### src/sv/elwas_pkg.sv
// Shared types, codes and frame table for the EL wire animation sequencer.
package elwas_pkg;

    localparam int unsigned IN_TDATA_W  = 56;
    localparam int unsigned OUT_TDATA_W = 16;
    localparam int unsigned CFG_IDX_W   = 3;
    localparam int unsigned CFG_DATA_W  = 16;

    // configuration register indices
    localparam logic [CFG_IDX_W-1:0] CFG_FFT_FIRST  = 3'd0;
    localparam logic [CFG_IDX_W-1:0] CFG_FFT_LAST   = 3'd1;
    localparam logic [CFG_IDX_W-1:0] CFG_ANIM_FIRST = 3'd2;
    localparam logic [CFG_IDX_W-1:0] CFG_ANIM_LAST  = 3'd3;
    localparam logic [CFG_IDX_W-1:0] CFG_FRAME_IVL  = 3'd4;

    localparam logic [15:0] FRAME_IVL_RST = 16'd100;

    // menu codes (MENU_SPARE is folded onto MENU_OTHER)
    localparam logic [1:0] MENU_CLOSED = 2'd0;
    localparam logic [1:0] MENU_ON     = 2'd1;
    localparam logic [1:0] MENU_OTHER  = 2'd2;
    localparam logic [1:0] MENU_SPARE  = 2'd3;

    // start request codes (REQ_SPARE is ignored)
    localparam logic [1:0] REQ_NONE  = 2'd0;
    localparam logic [1:0] REQ_RIGHT = 2'd1;
    localparam logic [1:0] REQ_LEFT  = 2'd2;
    localparam logic [1:0] REQ_SPARE = 2'd3;

    // animation start steps
    localparam logic [5:0] STEP_STOP  = 6'd0;
    localparam logic [5:0] STEP_BOOT  = 6'd10;
    localparam logic [5:0] STEP_RIGHT = 6'd20;
    localparam logic [5:0] STEP_LEFT  = 6'd30;
    localparam logic [5:0] STEP_OFF   = 6'd40;

    typedef enum logic [1:0] {
        MODE_OFF = 2'd0,
        MODE_ANI = 2'd1,
        MODE_FFT = 2'd2
    } disp_mode_t;

    typedef struct packed {
        logic [7:0]  fft_first;
        logic [7:0]  fft_last;
        logic [7:0]  anim_first;
        logic [7:0]  anim_last;
        logic [15:0] frame_ivl;
    } elwas_cfg_t;

    typedef struct packed {
        logic        suppress;
        logic [1:0]  start_request;
        logic [7:0]  band_recent;
        logic [7:0]  bg_mode;
        logic [1:0]  menu_sel;
        logic [31:0] now_ms;
    } elwas_item_t;

    typedef struct packed {
        logic [1:0]  last_menu;
        logic [5:0]  anim_step;
        logic [7:0]  held_pattern;
        logic [31:0] last_frame_ms;
        disp_mode_t  cur_mode;
    } elwas_state_t;

    // steps that show a frame and count down
    function automatic logic step_emits(input logic [5:0] s);
        logic r;
        case (s) inside
            [6'd3:6'd10], [6'd15:6'd20], [6'd25:6'd30], [6'd35:6'd40]: r = 1'b1;
            default: r = 1'b0;
        endcase
        return r;
    endfunction

    function automatic logic [7:0] frame_pat(input logic [5:0] s);
        logic [7:0] p;
        case (s)
            6'd3:    p = 8'hFF;
            6'd4:    p = 8'h7F;
            6'd5:    p = 8'h3F;
            6'd6:    p = 8'h3E;
            6'd7:    p = 8'h3C;
            6'd8:    p = 8'h38;
            6'd9:    p = 8'h30;
            6'd10:   p = 8'h20;
            6'd15:   p = 8'hDF;
            6'd16:   p = 8'hEF;
            6'd17:   p = 8'hF7;
            6'd18:   p = 8'hFB;
            6'd19:   p = 8'hFD;
            6'd20:   p = 8'hFE;
            6'd25:   p = 8'hFE;
            6'd26:   p = 8'hFD;
            6'd27:   p = 8'hFB;
            6'd28:   p = 8'hF7;
            6'd29:   p = 8'hEF;
            6'd30:   p = 8'hDF;
            6'd35:   p = 8'h20;
            6'd36:   p = 8'h30;
            6'd37:   p = 8'h38;
            6'd38:   p = 8'h3C;
            6'd39:   p = 8'h3E;
            6'd40:   p = 8'h3F;
            default: p = 8'h00;
        endcase
        return p;
    endfunction

endpackage

### src/sv/el_wire_animation_sequencer_unit.sv
// Top level of the EL wire animation sequencer: stream ports, registers, config.
//
// Usage:
//   Each s_ transaction is one update call (time, menu state, background mode,
//   recent-peak flags, sweep request, suppress). Each update yields exactly one
//   m_ transaction carrying the eight EL channel drive bits and the display mode.
//   Configuration registers are written through cfg_wr_en / cfg_index / cfg_data
//   while the unit is idle; an index beyond the register list is ignored.
// Pipeline and throughput:
//   Two stages: an input register, then the update logic feeding the result
//   register. An accepted input transaction is held in the input register,
//   then its result in the result register; one update is taken per cycle
//   while the result stage is empty or m_tready is high.
// Reset (aresetn low, synchronous):
//   Both stages empty, menu off, animation stopped, pattern and frame time zero,
//   display mode off; mode ranges 0..0 and frame interval 100 ms.
// Stall:
//   While m_tready is low the result is held; the input stage still fills, and
//   s_tready drops only once both stages are occupied. No transaction is lost.
module el_wire_animation_sequencer_unit
    import elwas_pkg::*;
(
    input  logic                   aclk,
    input  logic                   aresetn,
    // config write port
    input  logic                   cfg_wr_en,
    input  logic [CFG_IDX_W-1:0]   cfg_index,
    input  logic [CFG_DATA_W-1:0]  cfg_data,
    // input stream
    input  logic                   s_tvalid,
    output logic                   s_tready,
    // now_ms[31:0], menu_sel[33:32], bg_mode[41:34],
    // band_recent[49:42], start_request[51:50], suppress[52], zero pad
    input  logic [IN_TDATA_W-1:0]  s_tdata,
    // result stream
    output logic                   m_tvalid,
    input  logic                   m_tready,
    // pattern[7:0], display_mode[9:8], zero pad
    output logic [OUT_TDATA_W-1:0] m_tdata
);

    elwas_cfg_t   cfg_reg;
    elwas_state_t state_reg;
    elwas_state_t state_next;
    elwas_item_t  item_reg;
    logic         item_vld_reg;
    logic [7:0]   pat_reg;
    logic [7:0]   pat_next;
    disp_mode_t   mode_reg;
    disp_mode_t   mode_next;
    logic         out_vld_reg;
    logic         out_adv;
    logic         do_step;

    // result stage can take a new value when empty or being drained
    assign out_adv  = !out_vld_reg || m_tready;
    assign do_step  = item_vld_reg && out_adv;
    assign s_tready = !item_vld_reg || out_adv;

    elwas_step u_step (
        .cfg     (cfg_reg),
        .item    (item_reg),
        .cur     (state_reg),
        .nxt     (state_next),
        .pattern (pat_next),
        .mode    (mode_next)
    );

    // config registers
    always_ff @(posedge aclk) begin
        if (!aresetn) begin
            cfg_reg.fft_first  <= 8'd0;
            cfg_reg.fft_last   <= 8'd0;
            cfg_reg.anim_first <= 8'd0;
            cfg_reg.anim_last  <= 8'd0;
            cfg_reg.frame_ivl  <= FRAME_IVL_RST;
        end else if (cfg_wr_en) begin
            case (cfg_index)
                CFG_FFT_FIRST:  cfg_reg.fft_first  <= cfg_data[7:0];
                CFG_FFT_LAST:   cfg_reg.fft_last   <= cfg_data[7:0];
                CFG_ANIM_FIRST: cfg_reg.anim_first <= cfg_data[7:0];
                CFG_ANIM_LAST:  cfg_reg.anim_last  <= cfg_data[7:0];
                CFG_FRAME_IVL:  cfg_reg.frame_ivl  <= cfg_data;
                default: ;
            endcase
        end
    end

    // input stage
    always_ff @(posedge aclk) begin
        if (!aresetn) begin
            item_vld_reg <= 1'b0;
        end else if (s_tready) begin
            item_vld_reg <= s_tvalid;
        end
    end

    always_ff @(posedge aclk) begin
        if (s_tready && s_tvalid) begin
            item_reg <= elwas_item_t'(s_tdata[52:0]);
        end
    end

    // sequencer state, updated once per consumed transaction
    always_ff @(posedge aclk) begin
        if (!aresetn) begin
            state_reg.last_menu     <= MENU_CLOSED;
            state_reg.anim_step     <= STEP_STOP;
            state_reg.held_pattern  <= 8'h00;
            state_reg.last_frame_ms <= 32'd0;
            state_reg.cur_mode      <= MODE_OFF;
        end else if (do_step) begin
            state_reg <= state_next;
        end
    end

    // result stage
    always_ff @(posedge aclk) begin
        if (!aresetn) begin
            out_vld_reg <= 1'b0;
        end else if (out_adv) begin
            out_vld_reg <= item_vld_reg;
        end
    end

    always_ff @(posedge aclk) begin
        if (do_step) begin
            pat_reg  <= pat_next;
            mode_reg <= mode_next;
        end
    end

    assign m_tvalid = out_vld_reg;
    assign m_tdata  = {6'd0, mode_reg, pat_reg};

endmodule

### src/sv/elwas_step.sv
// Next-state and result logic for one sequencer update.
module elwas_step
    import elwas_pkg::*;
(
    input  elwas_cfg_t   cfg,
    input  elwas_item_t  item,
    input  elwas_state_t cur,
    output elwas_state_t nxt,
    output logic [7:0]   pattern,
    output disp_mode_t   mode
);

    logic [1:0]  menu;
    logic [5:0]  step_a;
    logic [5:0]  step_b;
    logic [5:0]  step_c;
    disp_mode_t  mode_a;
    disp_mode_t  mode_b;
    logic [7:0]  pat_a;
    logic [7:0]  pat_b;
    logic [31:0] elapsed;
    logic        due;
    logic        in_fft;
    logic        in_anim;

    assign menu    = (item.menu_sel == MENU_CLOSED || item.menu_sel == MENU_ON)
                     ? item.menu_sel : MENU_OTHER;
    assign in_fft  = (item.bg_mode >= cfg.fft_first)
                     && (item.bg_mode <= cfg.fft_last);
    assign in_anim = (item.bg_mode >= cfg.anim_first)
                     && (item.bg_mode <= cfg.anim_last);
    assign elapsed = item.now_ms - cur.last_frame_ms;
    assign due     = elapsed > {16'd0, cfg.frame_ivl};

    always_comb begin
        // request first, menu transition overrides
        step_a = cur.anim_step;
        if (item.start_request == REQ_RIGHT) begin
            step_a = STEP_RIGHT;
        end else if (item.start_request == REQ_LEFT) begin
            step_a = STEP_LEFT;
        end

        mode_a = cur.cur_mode;
        step_b = step_a;
        if (menu == MENU_CLOSED) begin
            mode_a = MODE_OFF;
            if (cur.last_menu != menu) step_b = STEP_OFF;
        end else if (menu == MENU_ON) begin
            mode_a = MODE_ANI;
            if (cur.last_menu != menu) step_b = STEP_BOOT;
        end

        mode_b = mode_a;
        if (menu != MENU_CLOSED) begin
            if (in_fft) begin
                mode_b = MODE_FFT;
            end else if (in_anim) begin
                mode_b = MODE_ANI;
            end
        end

        // steady pattern when stopped
        pat_a = cur.held_pattern;
        if (step_b == STEP_STOP) begin
            case (mode_b)
                MODE_OFF: pat_a = 8'h00;
                MODE_ANI: pat_a = 8'hFF;
                default:  pat_a = item.band_recent;
            endcase
        end

        pat_b  = pat_a;
        step_c = step_b;
        if (due) begin
            if (step_emits(step_b)) begin
                pat_b  = frame_pat(step_b);
                step_c = step_b - 6'd1;
            end else begin
                step_c = STEP_STOP;
            end
        end

        nxt.last_menu     = menu;
        nxt.anim_step     = step_c;
        nxt.held_pattern  = item.suppress ? 8'h00 : pat_b;
        nxt.last_frame_ms = due ? item.now_ms : cur.last_frame_ms;
        nxt.cur_mode      = mode_b;
    end

    assign pattern = nxt.held_pattern;
    assign mode    = mode_b;

endmodule

### config.mk
export PLATFORM = sky130hd
export DESIGN_NAME = el_wire_animation_sequencer_unit
export DESIGN_NICKNAME = d
export VERILOG_FILES = /design/src/sv/elwas_pkg.sv /design/src/sv/el_wire_animation_sequencer_unit.sv /design/src/sv/elwas_step.sv
export SDC_FILE = /design/constraint.sdc
export NUM_CORES = 1
export LEC_CHECK = 0
export ABC_CLOCK_PERIOD_IN_PS = 4000
export BUFFER_PORTS_ARGS = -buffer_cell sky130_fd_sc_hd__buf_2
export CAP_MARGIN = 20
export CELL_PAD_IN_SITES_DETAIL_PLACEMENT = 2
export CELL_PAD_IN_SITES_GLOBAL_PLACEMENT = 2
export CORE_ASPECT_RATIO = 2
export CORE_MARGIN = 5
export CORE_UTILIZATION = 34
export DETAILED_ROUTE_END_ITERATION = 10
export GPL_TIMING_DRIVEN = 0
export HOLD_SLACK_MARGIN = 0.12
export PLACE_DENSITY_LB_ADDON = 0.08
export SYNTH_ARGS = -nofsm -noshare
export SYNTH_HDL_FRONTEND = slang
export SYNTH_SLANG_ARGS = --single-unit
### constraint.sdc
create_clock -name aclk -period 4 [get_ports aclk]
set_input_delay 0.2 -clock aclk [delete_from_list [all_inputs] [get_ports aclk]]
set_output_delay 0.2 -clock aclk [all_outputs]
set_load 0.005 [all_outputs]
==> impl_metrics.toml, run 1 <==
[floorplanning]
rows = 90
die_w_um = 134
core_area_um2 = 30200
io_pins = 98
start_util_pct = 34.5
die_height_um = 257
die_area_um2 = 34400

[critical_path]
critPathArrivalTime_ns = 5.04
critPathKind = "reg -> reg"
crit_path_end_kind = "flop"
critPathMaxFanout = 7
r2r.worst_path.cells = 20
start_kind = "flop"
cp.required_ns = 4.36

[synthesis]
postSynthCellCount = 1192
ys_ff_latch = 163
synth-compound-area-share_pct = 25.1
synth_enable_flop_cells = 63
synth_top_family_by_area = "compound AO/OA/AOI/OAI gates"
yosysUniqueCellTypes = 93
ys.warnings.count = 0
synthAdderAreaFrac_pct = 10.5
synthFlopType = "dfxtp_1"
syn-mean-instance-area_um2 = 8.73
seq_area_frac_synth_pct = 37.4
async_reset_ff_share_pct = 0
synth.area.mux_share_pct = 1.44
synth_xor_area_share_pct = 1.52
synthesis.area_um2 = 10400
yosys.area_share.simple_pct = 16.2

[timing]
fin_ws_ns = -0.678
whs_ns = 0.208
setup_viol = 54
relSlewSlack_pct = 27.3
period_minus_slack_ns = 4.68
worstMarginPinSlew_ns = 1.09
clock_skew_ns = 0.0161
timing.final.max_slew_violations = 0
finalHoldViolations = 0
finalCritPeriodShare_pct = 117
rsz0062_at_grt = "yes"
clock.fmax_mhz = 214

[finish]
syn_to_final_growth_pct = 29.5
stdcell_count = 1787
nFillCells = 3321
final_nets = 1573
final_cell_area_um2 = 13500
num_antenna_cells = 0
drive_above_1_share_pct = 20.4
largest_register_ffs = 53

[pwr]
power_density_nw_per_um2 = 363
p_leak_nw = 5.10
ir_drop_uv = 309

[routing]
final_antenna_net_count = 0
wire_per_inst_um = 21.6
vias_per_cell = 5.45
drc = 0
vias = 9732
drtIter0Drc = 339
drt_wl_total_um = 38600
drtPass1Iterations = 4

[global_route]
antenna_found_initial = 0
grt_overflow_total = 0
grt.total_usage_pct = 21.9
grt_pass1_wl_um = 58900
grt_max_degree = 29
grt_pass1_vias = 10900

[status]
failed_checks = "negative setup slack"
status = "finished with violations"

[clocking]
tritoncts = "yes"
cts.sinks = 163
clkTransAtPathRegs_ns = 0.07
htree_levels = 4
insertion_delay_ns = 0.46
clock_path_buffers = 2
root_buffer = "clkbuf_16"
cts_buffers = 17

[placement]
dp_slack_ns = -1.40
place_area_um2 = 11400
place.gp.congestion = 0.908
hpwl_um = 28300
io_buffer_count = 87
dp_cells = 1653

[min_path]
hp-class = "in -> reg"
hold-path-cell-count = 4

[job]
maxCapViolCount = 0
-- cell usage in the layout, fill, tap and decap left out, types with 5 or more instances in the layout --
master / count
buf_6: 8
o21ba_2: 6
a21oi_1: 67
clkbuf_16: 24
mux2i_1: 6
xor2_1: 6
o211ai_1: 14
a211oi_1: 12
nand4_1: 14
nand2_1: 203
a21boi_0: 49
or2_2: 5
nand3_1: 17
buf_4: 28
dfxtp_1: 99
and3_1: 6
a31oi_1: 11
a21oi_2: 8
edfxtp_1: 63
a21o_1: 10
o21ai_2: 28
conb_1: 6
dlygate4sd3_1: 71
clkbuf_8: 5
or3_1: 5
o21a_1: 14
buf_2: 97
buf_8: 5
a211o_1: 7
nor2_1: 60
xnor2_1: 10
clkbuf_1: 29
a21boi_1: 30
o21ai_0: 58
ha_1: 83
inv_1: 92
nor3_1: 12
nor2b_1: 9
nand2b_1: 8
-- critical path, stage by stage (launching register included) --
cell and delay (ns):
edfxtp_1 0.43, ha_1 0.32, bufbuf_16 0.28, a21oi_2 0.14, o221a_2 0.24, or2_4 0.17
nand3_1 0.12, a21o_1 0.21, a21oi_2 0.18, xnor2_2 0.11, ha_1 0.31, nand4_1 0.18
nor4_2 0.27, a21oi_1 0.13, a22oi_2 0.22, nor4_2 0.06, and4_4 0.23, and3_4 0.23
buf_8 0.14, or3_4 0.38, a31oi_1 0.22
-- metal layers --
layer / share of wire [%] / wire length, um / up-vias / track usage [%]
li1: - / - / 4669 / -
met1: 36 / 13900 / 4849 / 21.6
met5: 0 / 0 / - / 0
met3: 1.9 / 735 / 67 / 2.58
met4: 3.5 / 1340 / 0 / 8.98
met2: 59 / 22600 / 147 / 44.8
-- metrics by stage --
| step | utilization, % | setup TNS, ns | total power [mW] |
|---|---|---|---|
| finish | 44.7 | -26.31 | 4.90 |
| floorplan | - | 0 | 2.61 |
| global route | 44.7 | -35.73 | 5.13 |
| detailed placement | 37.7 | -59.61 | 2.98 |
| global placement | 37.6 | -58.49 | 2.94 |
| CTS | 43.1 | -38.21 | 4.88 |
-- final timing paths --
check / from / to / slack, ns
setup reg to reg: item_reg[10] / state_reg[44] / -0.68
hold reg to reg: state_reg[27] / state_reg[27] / 0.46
hold / removal: cfg_index[2] / cfg_reg[9] / 0.21
setup / recovery: item_reg[10] / state_reg[44] / -0.68
-- timing repair --
action,CTS,global route
gates resized for setup,50,107
cloned,1,4
hold buffers,71,0
pin swaps,31,58
hold endpoints to repair,97,0
buffers inserted,14,13
endpoints found under the setup margin,54,54
-- cells in the mapped netlist (all sizes together), types with 13 or more instances --
cell type,instances,area [um2]
edfxtp,63,1890
dfxtp,100,2000
inv,93,349
nor3,14,70.1
nand3,18,90.1
a21o,13,101
nand2,204,766
o21ai,92,464
a21oi,76,395
buf,24,176
o211ai,14,105
ha,86,1080
a31oi,15,100
a21boi,80,601
nand4,15,100
nor2,60,225
o21a,14,105
clkbuf,32,160
-- power by group --
part           switching (mW)  internal, mW
clock network           0.727          1.03
registers              0.0596          1.81
logic                   0.729         0.539
total                    1.52          3.38
-- layout make-up --
class / count / area [um2] / area share [%]
Clock inverter: 5 / 61.3 / 0.455
Multi-Input combinational cell: 881 / 6150 / 45.7
Inverter: 93 / 349 / 2.59
Timing Repair Buffer: 190 / 1520 / 11.2
Tap cell: 368 / 460 / 3.42
Clock buffer: 27 / 559 / 4.15
Sequential cell: 163 / 3890 / 28.9
Buffer: 60 / 482 / 3.57
-- logic make-up after synthesis --
| family | after synthesis |
|---|---|
| compound gates | 383 |
| xor+xnor | 18 |
| fa+ha+maj | 87 |
| buf+inv | 154 |
| flops | 163 |
| mux | 13 |
| other cells | 1 |
| simple gates | 373 |
No activity file was read; power rests on OpenSTA's default activity.
==> run 2, diff against run 1 <==
--- a/config.mk
+++ b/config.mk
@@ -14,9 +14,9 @@
 export CORE_MARGIN = 5
 export CORE_UTILIZATION = 34
 export DETAILED_ROUTE_END_ITERATION = 10
-export GPL_TIMING_DRIVEN = 0
 export HOLD_SLACK_MARGIN = 0.12
 export PLACE_DENSITY_LB_ADDON = 0.08
 export SYNTH_ARGS = -nofsm -noshare
 export SYNTH_HDL_FRONTEND = slang
 export SYNTH_SLANG_ARGS = --single-unit
+export TNS_END_PERCENT = 20
==> run 2 against run 1 <==
Net effect:
- routed wire length decreased by 2.9%
- combinational power about the same
- via count increased by 0.27%
- largest power group unchanged
- final cell count increased by 0.95%
- register-to-register slack improved by 0.34 ns
- the run still ends with negative setup slack left
==> impl_metrics.toml, run 2 (synthesis results as in run 1) <==
[status]
status = "finished with violations"
failed_checks = "negative setup slack"

[critical_path]
critPathMaxFanout = 14
crit_path_end_kind = "flop"
cp_slowest_stage_delay_ns = 0.40
r2r_start = "item_reg[1]"
cp_num_buf_inv = 3
cp_top_family = "simple AND/OR/NAND/NOR gates"
cp_slowest_cell = "edfxtp_1"
critPathKind = "reg -> reg"
critPathArrivalTime_ns = 4.70
r2r.worst_path.cells = 21
reg2reg_slack_ns = -0.34
start_kind = "flop"
rr_endpoint = "state_reg[18]"
cp.required_ns = 4.36
cp_cell_sequence = "ha_1, nor2b_4, o2111a_2, or2_4, nand3_4, nand2_4, a21o_1, a21oi_2, xnor2_1, ha_1, nand4_1, nor4_2, buf_4, a22oi_2, nor4_2, and4_4, and3_4, buf_4, buf_12, o21ai_1, a21boi_1"

[clocking]
cts_buffers = 17
tritoncts = "yes"
cts.sinks = 163
insertion_delay_ns = 0.45
root_buffer = "clkbuf_16"
htree_levels = 4
clkTransAtPathRegs_ns = 0.07
clock_path_buffers = 2

[routing]
drt_wl_total_um = 37400
drc = 0
drtIter0Drc = 256
vias = 9758
drtPass1Iterations = 4
final_antenna_net_count = 0
wire_per_inst_um = 20.8
vias_per_cell = 5.41

[finish]
post-route-util_pct = 44.1
mostFrequentLayoutCells = "nand2_1 (202), buf_4 (101), dfxtp_1 (99), inv_1 (91), buf_2 (88)"
drive_above_1_share_pct = 21.0
final_common_cell = "nand2_1"
final_nets = 1590
largest_register_ffs = 53
syn_to_final_growth_pct = 27.8
num_antenna_cells = 0

[timing]
finalCritPeriodShare_pct = 108
rsz0062_at_grt = "yes"
clock_skew_ns = 0.0164
clock.fmax_mhz = 230
timing.final.max_slew_violations = 0
period_minus_slack_ns = 4.34
relSlewSlack_pct = 41.3
setup_viol = 54
finalHoldViolations = 0
worstMarginPinSlew_ns = 0.880
fin_ws_ns = -0.339

[pwr]
ir_drop_uv = 315
power_density_nw_per_um2 = 362
p_leak_nw = 5.12
total_power_mw = 4.81

[min_path]
hold-path-cell-count = 4
holdCritStartpoint = "cfg_index[0]"
hp-class = "in -> reg"
hold_path_end = "cfg_reg[27]"

[placement]
io_buffer_count = 88
place.gp.congestion = 0.885
hpwl_um = 28100

[floorplanning]
die_area_um2 = 34400
start_util_pct = 34.5
io_pins = 98
die_w_um = 134
die_height_um = 257
rows = 90
core_area_um2 = 30200

[job]
maxCapViolCount = 0

[global_route]
grt_pass1_vias = 11000
grt_max_degree = 52
grt.total_usage_pct = 21.7
antenna_found_initial = 0
grt_overflow_total = 0
grt_pass1_wl_um = 58800
-- run 2: changes by cell type in the layout (fill, tap and decap cells not counted), sizes merged, moves of 2 or more --
cell      delta
buf         +53
inv          +4
clkinvlp     +2
bufbuf       -3
clkbuf      -39
-- run 2: worst reg2reg max path, stage by stage, from the launching register on --
cell	delay, ns
edfxtp_1	0.40
ha_1	0.29
nor2b_4	0.13
o2111a_2	0.29
or2_4	0.25
nand3_4	0.11
nand2_4	0.06
a21o_1	0.16
a21oi_2	0.16
xnor2_1	0.09
ha_1	0.32
nand4_1	0.15
nor4_2	0.34
buf_4	0.16
a22oi_2	0.08
nor4_2	0.15
and4_4	0.29
and3_4	0.24
buf_4	0.13
buf_12	0.15
o21ai_1	0.10
a21boi_1	0.23
-- run 2: layout make-up --
cell class | instances | area (um2)
clock buffers | 20 | 447
clock inverters | 12 | 128
fillers | 3347 | 16900
inverters | 93 | 349
multi-input cells | 880 | 5960
flip-flops and latches | 163 | 3890
well taps | 368 | 460
repair buffers | 268 | 2050
-- run 2: metrics by stage --
step | instances | instance area, um2 | worst slack [ns] | setup TNS (ns) | hold slack, ns
2_1_floorplan | 1197 | 10500 | 0.00904 | 0 | 0.299
3_3_place_gp | 1684 | 11600 | -0.454 | -15.07 | 0.376
3_5_place_dp | 1684 | 11600 | -0.573 | -23.47 | 0.378
4_1_cts | 1797 | 13200 | -0.338 | -13.44 | 0.249
5_1_grt | 1804 | 13300 | -0.620 | -28.08 | 0.283
6_report | 1804 | 13300 | -0.339 | -11.64 | 0.269
-- run 2: routing by layer --
| metal | wire [um] | track usage, % |
|---|---|---|
| met1 | 13400 | 20.5 |
| met4 | 1350 | 9.18 |
| met5 | 0 | 0 |
| met2 | 22100 | 45.2 |
| met3 | 600 | 2.72 |
-- run 2: worst max-delay path by stage --
stage | from | endpoint | slack [ns] | cells past startpoint
3_5_place_dp | item_reg[0] | state_reg[40] | -0.57 | 18
2_1_floorplan | item_reg[0] | state_reg[35] | 0.009 | 19
3_3_place_gp | item_reg[4] | state_reg[40] | -0.45 | 19
4_1_cts | item_reg[0] | state_reg[43] | -0.34 | 19
5_1_grt | item_reg[0] | state_reg[18] | -0.62 | 20
6_report | item_reg[1] | state_reg[18] | -0.34 | 21
-- run 2: power by group --
part	internal, mW	switching, mW
Combinational	0.556	0.704
Clock	0.937	0.737
Sequential	1.81	0.0603
Total	3.31	1.50
-- run 2: what timing repair did --
item | in CTS | in global routing
resized for setup | 48 | 24
hold endpoints to repair | 93 | 0
hold buffers | 72 | 0
gates cloned | 1 | 1
buffers inserted | 8 | 6
pin swaps | 25 | 17
setup endpoints to repair | 54 | 54
